### src/xdec_pkg.sv
// Shared types and constants for the x86 subset instruction decoder.
// No dependencies; every other file of the block imports this package.
package xdec_pkg;

    localparam int REF_WIDTH_DEF = 32;
    localparam int QUEUE_DEPTH   = 4;
    localparam int M_TDATA_W     = 176;
    localparam int M_TUSER_W     = 3;

    // Opcode and prefix encodings
    localparam logic [7:0] REX_MASK    = 8'hF0;
    localparam logic [7:0] REX_TAG     = 8'h40;
    localparam logic [7:0] REX_RXB     = 8'h07;
    localparam logic [7:0] OP_RET      = 8'hC3;
    localparam logic [7:0] OP_MOV_LO   = 8'hB8;
    localparam logic [7:0] OP_MOV_HI   = 8'hBF;
    localparam logic [7:0] OP_ADD      = 8'h01;
    localparam logic [7:0] OP_SUB      = 8'h29;
    localparam logic [1:0] MOD_REG     = 2'b11;
    localparam int         REX_W_BIT   = 3;

    // Statement kinds
    localparam logic [2:0] STMT_RET    = 3'd0;
    localparam logic [2:0] STMT_CONST  = 3'd1;
    localparam logic [2:0] STMT_LOAD   = 3'd2;
    localparam logic [2:0] STMT_STORE  = 3'd3;
    localparam logic [2:0] STMT_BINOP  = 3'd4;

    // Error codes
    localparam logic [1:0] ERR_NONE    = 2'd0;
    localparam logic [1:0] ERR_TRUNC   = 2'd1;
    localparam logic [1:0] ERR_UNSUP   = 2'd2;
    localparam logic [1:0] ERR_UNKNOWN = 2'd3;

    // Register addresses (word index)
    localparam logic REG_FIRST_REF = 1'b0;

    typedef enum logic [3:0] {
        PH_FIRST  = 4'b0001,
        PH_OPCODE = 4'b0010,
        PH_IMM    = 4'b0100,
        PH_MODRM  = 4'b1000
    } phase_t;

    typedef enum logic [1:0] {
        JOB_RET = 2'd0,
        JOB_MOV = 2'd1,
        JOB_ALU = 2'd2,
        JOB_ERR = 2'd3
    } job_kind_t;

    // One decoded instruction (or error) handed from front to back
    typedef struct packed {
        job_kind_t   kind;
        logic [1:0]  err;
        logic [3:0]  len;
        logic [2:0]  reg_a;    // MOV target or ModR/M rm
        logic [2:0]  reg_b;    // ModR/M reg
        logic        is_sub;
        logic [63:0] imm;
        logic [31:0] ref0;
        logic [31:0] ref1;
        logic [31:0] ref2;
    } job_t;

endpackage

### src/xdec_front.sv
// Front end: byte-serial x86 subset decoder, one byte per beat.
// Emits one job per finished instruction or error. Depends on xdec_pkg.
module xdec_front
    import xdec_pkg::*;
#(
    parameter int REF_WIDTH = REF_WIDTH_DEF
) (
    input  logic        aclk,
    input  logic        aresetn,
    input  logic        byte_accept,
    input  logic [7:0]  code_byte,
    input  logic        is_last,
    input  logic        cfg_load,
    input  logic [31:0] cfg_value,
    output logic        push,
    output job_t        job
);

    phase_t                 phase_reg, phase_next;
    logic                   wide_reg, wide_next;
    logic [2:0]             tgt_reg, tgt_next;
    logic                   sub_reg, sub_next;
    logic [2:0]             icnt_reg, icnt_next;
    logic [3:0]             len_reg, len_next;
    logic [REF_WIDTH-1:0]   ref_reg, ref_next;
    logic [63:0]            imm_reg;

    logic [3:0]             len_inc;
    logic                   in_prefix;
    logic                   push_c;
    job_t                   job_c;

    assign len_inc = (len_reg < 4'd15) ? len_reg + 4'd1 : len_reg;

    always_comb begin
        phase_next = phase_reg;
        wide_next  = wide_reg;
        tgt_next   = tgt_reg;
        sub_next   = sub_reg;
        icnt_next  = icnt_reg;
        ref_next   = ref_reg;
        push_c     = 1'b0;
        in_prefix  = (phase_reg == PH_OPCODE);
        job_c      = '0;
        job_c.len  = len_inc;
        job_c.ref0 = 32'(ref_reg);
        job_c.ref1 = 32'(ref_reg + REF_WIDTH'(1));
        job_c.ref2 = 32'(ref_reg + REF_WIDTH'(2));

        unique case (phase_reg)
            PH_IMM: begin
                if (icnt_reg == 3'd7) begin
                    push_c      = 1'b1;
                    job_c.kind  = JOB_MOV;
                    job_c.reg_a = tgt_reg;
                    job_c.imm   = {code_byte, imm_reg[55:0]};
                    ref_next    = ref_reg + REF_WIDTH'(1);
                end else if (is_last) begin
                    push_c     = 1'b1;
                    job_c.kind = JOB_ERR;
                    job_c.err  = ERR_TRUNC;
                end else begin
                    icnt_next = icnt_reg + 3'd1;
                end
            end
            PH_MODRM: begin
                push_c = 1'b1;
                if (code_byte[7:6] != MOD_REG) begin
                    job_c.kind = JOB_ERR;
                    job_c.err  = ERR_UNSUP;
                end else begin
                    job_c.kind   = JOB_ALU;
                    job_c.reg_a  = code_byte[2:0];
                    job_c.reg_b  = code_byte[5:3];
                    job_c.is_sub = sub_reg;
                    ref_next     = ref_reg + REF_WIDTH'(3);
                end
            end
            default: begin
                // first byte or opcode after REX
                if (!in_prefix && (code_byte & REX_MASK) == REX_TAG) begin
                    if (is_last) begin
                        push_c     = 1'b1;
                        job_c.kind = JOB_ERR;
                        job_c.err  = ERR_TRUNC;
                    end else if ((code_byte & REX_RXB) != 8'h00) begin
                        push_c     = 1'b1;
                        job_c.kind = JOB_ERR;
                        job_c.err  = ERR_UNSUP;
                    end else begin
                        phase_next = PH_OPCODE;
                        wide_next  = code_byte[REX_W_BIT];
                    end
                end else if (code_byte == OP_RET) begin
                    push_c = 1'b1;
                    if (in_prefix) begin
                        job_c.kind = JOB_ERR;
                        job_c.err  = ERR_UNSUP;
                    end else begin
                        job_c.kind = JOB_RET;
                    end
                end else if (code_byte >= OP_MOV_LO && code_byte <= OP_MOV_HI) begin
                    if (!(in_prefix && wide_reg)) begin
                        push_c     = 1'b1;
                        job_c.kind = JOB_ERR;
                        job_c.err  = ERR_UNSUP;
                    end else if (is_last) begin
                        push_c     = 1'b1;
                        job_c.kind = JOB_ERR;
                        job_c.err  = ERR_TRUNC;
                    end else begin
                        phase_next = PH_IMM;
                        tgt_next   = code_byte[2:0];
                        icnt_next  = 3'd0;
                    end
                end else if (code_byte == OP_ADD || code_byte == OP_SUB) begin
                    if (!(in_prefix && wide_reg)) begin
                        push_c     = 1'b1;
                        job_c.kind = JOB_ERR;
                        job_c.err  = ERR_UNSUP;
                    end else if (is_last) begin
                        push_c     = 1'b1;
                        job_c.kind = JOB_ERR;
                        job_c.err  = ERR_TRUNC;
                    end else begin
                        phase_next = PH_MODRM;
                        sub_next   = (code_byte == OP_SUB);
                    end
                end else begin
                    push_c     = 1'b1;
                    job_c.kind = JOB_ERR;
                    job_c.err  = ERR_UNKNOWN;
                end
            end
        endcase

        len_next = len_inc;
        if (push_c) begin
            // any job closes the instruction
            phase_next = PH_FIRST;
            wide_next  = 1'b0;
            tgt_next   = 3'd0;
            sub_next   = 1'b0;
            icnt_next  = 3'd0;
            len_next   = 4'd0;
        end
    end

    always_ff @(posedge aclk) begin
        if (!aresetn) begin
            phase_reg <= PH_FIRST;
            wide_reg  <= 1'b0;
            tgt_reg   <= 3'd0;
            sub_reg   <= 1'b0;
            icnt_reg  <= 3'd0;
            len_reg   <= 4'd0;
            ref_reg   <= '0;
        end else begin
            if (byte_accept) begin
                phase_reg <= phase_next;
                wide_reg  <= wide_next;
                tgt_reg   <= tgt_next;
                sub_reg   <= sub_next;
                icnt_reg  <= icnt_next;
                len_reg   <= len_next;
            end
            if (cfg_load) begin
                ref_reg <= REF_WIDTH'(cfg_value);
            end else if (byte_accept) begin
                ref_reg <= ref_next;
            end
        end
    end

    // immediate lanes are each written once before use, so no clear needed
    always_ff @(posedge aclk) begin
        if (byte_accept && phase_reg == PH_IMM) begin
            imm_reg[{icnt_reg, 3'b000} +: 8] <= code_byte;
        end
    end

    assign push = byte_accept && push_c;
    assign job  = job_c;

endmodule

### src/xdec_fifo.sv
// Job queue between decoder front end and statement back end.
// Register array with read/write pointers and a fill count. Depends on xdec_pkg.
module xdec_fifo
    import xdec_pkg::*;
(
    input  logic aclk,
    input  logic aresetn,
    input  logic push,
    input  job_t push_job,
    input  logic pop,
    output logic full,
    output logic head_valid,
    output job_t head_job
);

    localparam int PTR_W = $clog2(QUEUE_DEPTH);
    localparam int CNT_W = $clog2(QUEUE_DEPTH + 1);

    job_t               mem [QUEUE_DEPTH];
    logic [PTR_W-1:0]   wr_ptr_reg, rd_ptr_reg;
    logic [CNT_W-1:0]   count_reg;

    assign full       = (count_reg == CNT_W'(QUEUE_DEPTH));
    assign head_valid = (count_reg != '0);
    assign head_job   = mem[rd_ptr_reg];

    always_ff @(posedge aclk) begin
        if (!aresetn) begin
            wr_ptr_reg <= '0;
            rd_ptr_reg <= '0;
            count_reg  <= '0;
        end else begin
            if (push) begin
                wr_ptr_reg <= (wr_ptr_reg == PTR_W'(QUEUE_DEPTH - 1)) ? '0
                              : wr_ptr_reg + PTR_W'(1);
            end
            if (pop) begin
                rd_ptr_reg <= (rd_ptr_reg == PTR_W'(QUEUE_DEPTH - 1)) ? '0
                              : rd_ptr_reg + PTR_W'(1);
            end
            if (push && !pop) begin
                count_reg <= count_reg + CNT_W'(1);
            end else if (pop && !push) begin
                count_reg <= count_reg - CNT_W'(1);
            end
        end
    end

    always_ff @(posedge aclk) begin
        if (push) begin
            mem[wr_ptr_reg] <= push_job;
        end
    end

endmodule

### src/xdec_back.sv
// Back end: expands the head job into 1, 2 or 4 statement beats, one per
// cycle unless stalled, into a registered output stage. Depends on xdec_pkg.
module xdec_back
    import xdec_pkg::*;
(
    input  logic                 aclk,
    input  logic                 aresetn,
    input  logic                 head_valid,
    input  job_t                 head_job,
    output logic                 pop,
    output logic                 m_tvalid,
    input  logic                 m_tready,
    output logic [M_TDATA_W-1:0] m_tdata,
    output logic [M_TUSER_W-1:0] m_tuser,
    output logic                 m_tlast
);

    logic [1:0]            step_reg;
    logic                  m_tvalid_reg;
    logic [M_TDATA_W-1:0]  m_tdata_reg;
    logic [M_TUSER_W-1:0]  m_tuser_reg;
    logic                  m_tlast_reg;

    logic                  load;
    logic                  last_step;
    logic [2:0]            kind;
    logic                  has_ref;
    logic [31:0]           res_ref, op_a, op_b;
    logic [2:0]            reg_idx;
    logic                  sub;
    logic [63:0]           imm;
    logic [1:0]            err;

    always_comb begin
        kind      = STMT_RET;
        has_ref   = 1'b0;
        res_ref   = '0;
        op_a      = '0;
        op_b      = '0;
        reg_idx   = '0;
        sub       = 1'b0;
        imm       = '0;
        err       = ERR_NONE;
        last_step = 1'b1;
        unique case (head_job.kind)
            JOB_RET: ;
            JOB_ERR: err = head_job.err;
            JOB_MOV: begin
                if (step_reg == 2'd0) begin
                    kind      = STMT_CONST;
                    has_ref   = 1'b1;
                    res_ref   = head_job.ref0;
                    imm       = head_job.imm;
                    last_step = 1'b0;
                end else begin
                    kind    = STMT_STORE;
                    reg_idx = head_job.reg_a;
                    op_a    = head_job.ref0;
                end
            end
            JOB_ALU: begin
                last_step = 1'b0;
                unique case (step_reg)
                    2'd0: begin
                        kind    = STMT_LOAD;
                        has_ref = 1'b1;
                        res_ref = head_job.ref0;
                        reg_idx = head_job.reg_a;
                    end
                    2'd1: begin
                        kind    = STMT_LOAD;
                        has_ref = 1'b1;
                        res_ref = head_job.ref1;
                        reg_idx = head_job.reg_b;
                    end
                    2'd2: begin
                        kind    = STMT_BINOP;
                        has_ref = 1'b1;
                        res_ref = head_job.ref2;
                        op_a    = head_job.ref0;
                        op_b    = head_job.ref1;
                        sub     = head_job.is_sub;
                    end
                    default: begin
                        kind      = STMT_STORE;
                        reg_idx   = head_job.reg_a;
                        op_a      = head_job.ref2;
                        last_step = 1'b1;
                    end
                endcase
            end
            default: ;
        endcase
    end

    assign load = !m_tvalid_reg || m_tready;
    assign pop  = load && head_valid && last_step;

    always_ff @(posedge aclk) begin
        if (!aresetn) begin
            m_tvalid_reg <= 1'b0;
            step_reg     <= 2'd0;
        end else if (load) begin
            m_tvalid_reg <= head_valid;
            if (head_valid) begin
                step_reg <= last_step ? 2'd0 : step_reg + 2'd1;
            end
        end
    end

    always_ff @(posedge aclk) begin
        if (load && head_valid) begin
            m_tdata_reg <= {5'b0, err, head_job.len, imm, sub, op_b, op_a,
                            reg_idx, res_ref, has_ref};
            m_tuser_reg <= kind;
            m_tlast_reg <= last_step;
        end
    end

    assign m_tvalid = m_tvalid_reg;
    assign m_tdata  = m_tdata_reg;
    assign m_tuser  = m_tuser_reg;
    assign m_tlast  = m_tlast_reg;

endmodule

### src/x86_subset_instruction_decoder_unit.sv
// x86 subset instruction decoder: top level with APB register port.
// Instantiates xdec_front, xdec_fifo and xdec_back; depends on xdec_pkg.
//
// Usage:
//   s_ channel: one code byte per beat in s_tdata, s_tlast marks the last
//   byte of the buffer. m_ channel: one IR statement (or one error result)
//   per beat; m_tlast closes the run of an instruction.
//   APB: register first_ref at address 0; a write also loads the
//   reference counter. Write only while the block is idle.
// Timing:
//   A byte is taken every cycle while the job queue has room. The job of
//   an instruction's last byte is queued and its first beat is then
//   registered in the output stage; the back end delivers one beat per
//   cycle while m_tready is high, so an ADD/SUB (3 bytes, 4 beats) is
//   bounded by this expansion, absorbed by the 4-entry job queue.
// Reset: aresetn (synchronous, low) empties queue and output stage,
//   returns the decoder to the first-byte state and the counter to 0.
// Stall: while m_tready is low the output register holds; the queue fills
//   and s_tready drops once it is full.
module x86_subset_instruction_decoder_unit
    import xdec_pkg::*;
#(
    parameter int REF_WIDTH = REF_WIDTH_DEF
) (
    input  logic                 aclk,
    input  logic                 aresetn,
    // s_tdata: [7:0] code_byte
    input  logic                 s_tvalid,
    output logic                 s_tready,
    input  logic [7:0]           s_tdata,
    input  logic                 s_tlast,
    // m_tdata: [0] has_ref, [32:1] result_ref, [35:33] reg_index,
    // [67:36] first_operand_ref, [99:68] second_operand_ref, [100] is_sub,
    // [164:101] immediate, [168:165] length_bytes, [170:169] error_code
    output logic                 m_tvalid,
    input  logic                 m_tready,
    output logic [M_TDATA_W-1:0] m_tdata,
    // m_tuser: [2:0] stmt_kind
    output logic [M_TUSER_W-1:0] m_tuser,
    output logic                 m_tlast,
    input  logic                 psel,
    input  logic                 penable,
    input  logic                 pwrite,
    input  logic [2:0]           paddr,
    input  logic [31:0]          pwdata,
    output logic [31:0]          prdata,
    output logic                 pready
);

    logic [31:0] first_ref_reg;
    logic        cfg_load;
    logic        byte_accept;
    logic        push, pop, full, head_valid;
    job_t        push_job, head_job;

    assign pready      = 1'b1;
    assign cfg_load    = psel && penable && pwrite && pready && (paddr[2] == REG_FIRST_REF);
    assign prdata      = (paddr[2] == REG_FIRST_REF) ? first_ref_reg : 32'd0;
    assign s_tready    = !full;
    assign byte_accept = s_tvalid && s_tready;

    always_ff @(posedge aclk) begin
        if (!aresetn) begin
            first_ref_reg <= 32'd0;
        end else if (cfg_load) begin
            first_ref_reg <= pwdata;
        end
    end

    xdec_front #(
        .REF_WIDTH (REF_WIDTH)
    ) u_front (
        .aclk        (aclk),
        .aresetn     (aresetn),
        .byte_accept (byte_accept),
        .code_byte   (s_tdata),
        .is_last     (s_tlast),
        .cfg_load    (cfg_load),
        .cfg_value   (pwdata),
        .push        (push),
        .job         (push_job)
    );

    xdec_fifo u_fifo (
        .aclk       (aclk),
        .aresetn    (aresetn),
        .push       (push),
        .push_job   (push_job),
        .pop        (pop),
        .full       (full),
        .head_valid (head_valid),
        .head_job   (head_job)
    );

    xdec_back u_back (
        .aclk       (aclk),
        .aresetn    (aresetn),
        .head_valid (head_valid),
        .head_job   (head_job),
        .pop        (pop),
        .m_tvalid   (m_tvalid),
        .m_tready   (m_tready),
        .m_tdata    (m_tdata),
        .m_tuser    (m_tuser),
        .m_tlast    (m_tlast)
    );

endmodule

### config.mk
export PLATFORM = sky130hd
export DESIGN_NAME = x86_subset_instruction_decoder_unit
export DESIGN_NICKNAME = d
export VERILOG_FILES = /design/src/xdec_pkg.sv /design/src/xdec_front.sv /design/src/xdec_fifo.sv /design/src/xdec_back.sv /design/src/x86_subset_instruction_decoder_unit.sv
export SDC_FILE = /design/constraint.sdc
export NUM_CORES = 1
export LEC_CHECK = 0
export ABC_AREA = 1
export BUFFER_PORTS_ARGS = -buffer_cell sky130_fd_sc_hd__buf_2
export CORE_ASPECT_RATIO = 1.1
export CORE_MARGIN = 4
export CORE_UTILIZATION = 39
export CTS_CLUSTER_SIZE = 28
export DETAILED_ROUTE_END_ITERATION = 12
export PLACE_DENSITY = 0.52
export SETUP_SLACK_MARGIN = 0.2
export SLEW_MARGIN = 10
export SYNTH_ARGS = -nofsm -noshare
export SYNTH_HDL_FRONTEND = slang
export SYNTH_HIERARCHICAL = 1
export SYNTH_SLANG_ARGS = --single-unit
### constraint.sdc
create_clock -name aclk -period 7.7 [get_ports aclk]
set_input_delay 0 -clock aclk [delete_from_list [all_inputs] [get_ports aclk]]
set_output_delay 0 -clock aclk [all_outputs]
set_load 0.02 [all_outputs]
==> results.toml <==
[status]
status = "completed"

[sta]
timing.final.ws_setup_ns = 3.27
fin_worst_skew_ns = 0.0707
fin_crit_sh_pct = 57.6
setup_tns_ns = 0
setup_viol = 0
drv_slew = 0
max-slew-margin-rel_pct = 19.8
timing.hold.ws_ns = 0.150
max_freq_mhz = 226
rsz0062_at_grt = "false"
tightest_slew_ns = 1.19
period_minus_slack_ns = 4.43
hold_viol = 0

[clock_tree]
cts_sinks = 1023
htree_levels = 3
path_clk_slew_ns = 0.06
cts.path.max_buffers = 3
cts_root_buf = "clkbuf_16"
numCtsBuffers = 107
clock_latency_ns = 0.75
cts_tree = "yes"

[power_and_ir_drop]
power_frac_comb_pct = 25.8
power_switching_mw = 5.88
p_clk_share_pct = 30.1
p_int_mw = 11.1
switching_share_pct = 34.5
seqPwrFrac_pct = 44.1
power_leakage_nw = 17.6
p_per_area_nw_per_um2 = 338
peakVddDrop_mv = 0.246

[grt]
grt_pass1_wl_mm = 186
first_global_vias = 28900
grt_overflow = 0
grt_max_degree = 176
antenna_found_initial = 0
track_usage_pct = 20.6

[finish]
area_growth_pct = 14.2
largest_register_ffs = 700
fillCellCount = 10500
nNetsFinal = 4370
drive_gt1_share_pct = 12.5

[floorplan]
rows = 129
top_level_ports = 266
floorplan.initialDensity_pct = 39.3
die_area_um2 = 119000
core_um2 = 112000
die_w_um = 329
die_y_um = 361

[yosys]
avgSynthCellArea_um2 = 10.9
yosys.area.top_type = "edfxtp_1"
dominantRegCellSynth = "edfxtp_1"
ys_ff_latch = 1023
ys_warn_count = 6
synthArstFlopShare_pct = 0
synth_top_cells_by_area = "edfxtp_1 63%, nor2_1 6.3%, nand2_1 4.9%"
yosysUniqueCellTypes = 49
synth_most_common_cell = "edfxtp_1"
yosysTopAreaCellShare_pct = 63.3
synth_top_cells_by_count = "931 x edfxtp_1, 737 x nor2_1, 574 x nand2_1"
synth_edf_count = 931
synthesis.area_um2 = 44200
syn_inst = 4065
seq_area_frac_synth_pct = 67.4

[worst_setup_path]
path_max_fanout = 66
cp-start-kind = "flop"
r2r_end = "u_fifo/count_reg[1]"
worstRegToRegCells = 15
critical_path.endpoint_type = "flop"
regToRegSetupSlack_ns = 3.27
crit_type = "reg -> reg"
critPathRequiredTime_ns = 8.31
crit_arrival_ns = 5.04

[min_path]
min_to = "first_ref_reg[27]"
hp-class = "in -> reg"
holdCritStartpoint = "penable"
hold_depth = 6

[drt]
wl_per_cell_um = 21.1
ant_nets = 0
dr.pass1.iters = 6
drt_wl_total_mm = 125
vias = 30600
drc_errors = 0
viasPerCell = 5.20
drt-initial-drc-count = 2799

[place]
pre_cts_ws_ns = 3.17
gp_congestion = 0.908
port-buffer-count = 257
dpl.hpwl_mm = 75.8

[flow_run]
maxCapViolations = 0
placed cells by master (no fill, tap or decap), types with 90 or more instances in the layout:
cell / netlist / layout
a21oi_1: 120 / 120
edfxtp_1: 931 / 931
nor2_1: 737 / 737
nand2_1: 574 / 572
o21ai_0: 270 / 270
o22ai_1: 176 / 176
o21ai_1: 117 / 117
dfxtp_1: 92 / 90
clkbuf_16: 0 / 107
buf_2: 54 / 257
nand3_1: 237 / 236
inv_1: 320 / 315
routing by layer:
layer	GRT usage (%)	vias to the layer above	share of wire [%]	wire length, µm
li1	-	14400	-	-
met1	30.3	15000	46	56900
met2	31.8	963	45	56100
met3	3.23	166	6.8	8450
met4	6.06	0	2.4	3050
met5	0	-	0	0
timing repair:
action	CTS	global route
hold buffers	61	0
gates resized for setup	0	0
setup buffers	0	0
endpoints found under the hold margin	164	0
cells by family (layout without fill, tap and decap cells):
| logic type | count (synthesis) | after routing | share of synthesized area (%) |
|---|---|---|---|
| and+or+nand+nor | 1650 | 1650 | 15.4 |
| DFF | 1023 | 1023 | 67.4 |
| AOI/OAI and AO/OA | 719 | 719 | 8.85 |
| buffers and inverters | 579 | 894 | 6.25 |
| xor gates and xnor gates | 65 | 65 | 1.29 |
| adders and majority gates | 26 | 26 | 0.753 |
| other | 2 | 7 | 0.0170 |
| muxes | 1 | 1 | 0.0255 |
through the flow:
stage	utilization, %	instances	total power, mW	area (µm²)
2_1_floorplan	-	4069	10.6	44200
3_3_place_gp	41.2	5629	12.0	46300
3_5_place_dp	41.2	5629	12.1	46300
4_1_cts	44.8	5890	17.2	50400
5_1_grt	44.8	5890	17.9	50400
6_report	44.8	5891	17.0	50400
final cells by class:
cell class              instances  area, µm²  share of cell area [%]
flip-flops and latches       1023      29800                    59.1
multi-input cells            2467      11700                    23.1
clock buffers                 136       2870                    5.68
repair buffers                361       2260                    4.47
well taps                    1506       1880                    3.74
inverters                     333       1290                    2.56
clock inverters                64        668                    1.32
diodes                          1       2.50                 0.00496
worst max-delay path: stages, from the launching register on:
cell	delay (ns)
dfxtp_4	0.68
buf_4	0.74
o21ai_0	0.21
o22ai_1	0.35
inv_1	0.09
ha_2	0.79
inv_1	0.09
nand3_1	0.15
nand2_1	0.09
inv_1	0.11
inv_1	0.08
ha_1	0.20
inv_1	0.08
fa_1	0.40
o21ai_0	0.17
nor2_1	0.05
worst max-delay path by stage:
stage               slack [ns]             endpoint                 from
floorplan                 2.05     u_fifo/mem[0][0]  u_front/icnt_reg[0]
global placement          3.21  u_fifo/count_reg[1]                 flop
detailed placement        3.17  u_fifo/count_reg[1]                 flop
CTS                       3.15  u_fifo/count_reg[1]                 flop
global route              2.82  u_fifo/count_reg[1]                 flop
finish                    3.27  u_fifo/count_reg[1]                 flop
power groups by stage:
stage | clock network (mW) | registers (mW) | logic, mW
global route | 5.48 | 7.59 | 4.82
CTS | 5.26 | 7.54 | 4.45
floorplan | 0 | 8.20 | 2.39
detailed placement | 0 | 7.65 | 4.42
finish | 5.12 | 7.52 | 4.40
global placement | 0 | 7.64 | 4.39
No activity file was read; power rests on OpenSTA's default activity.
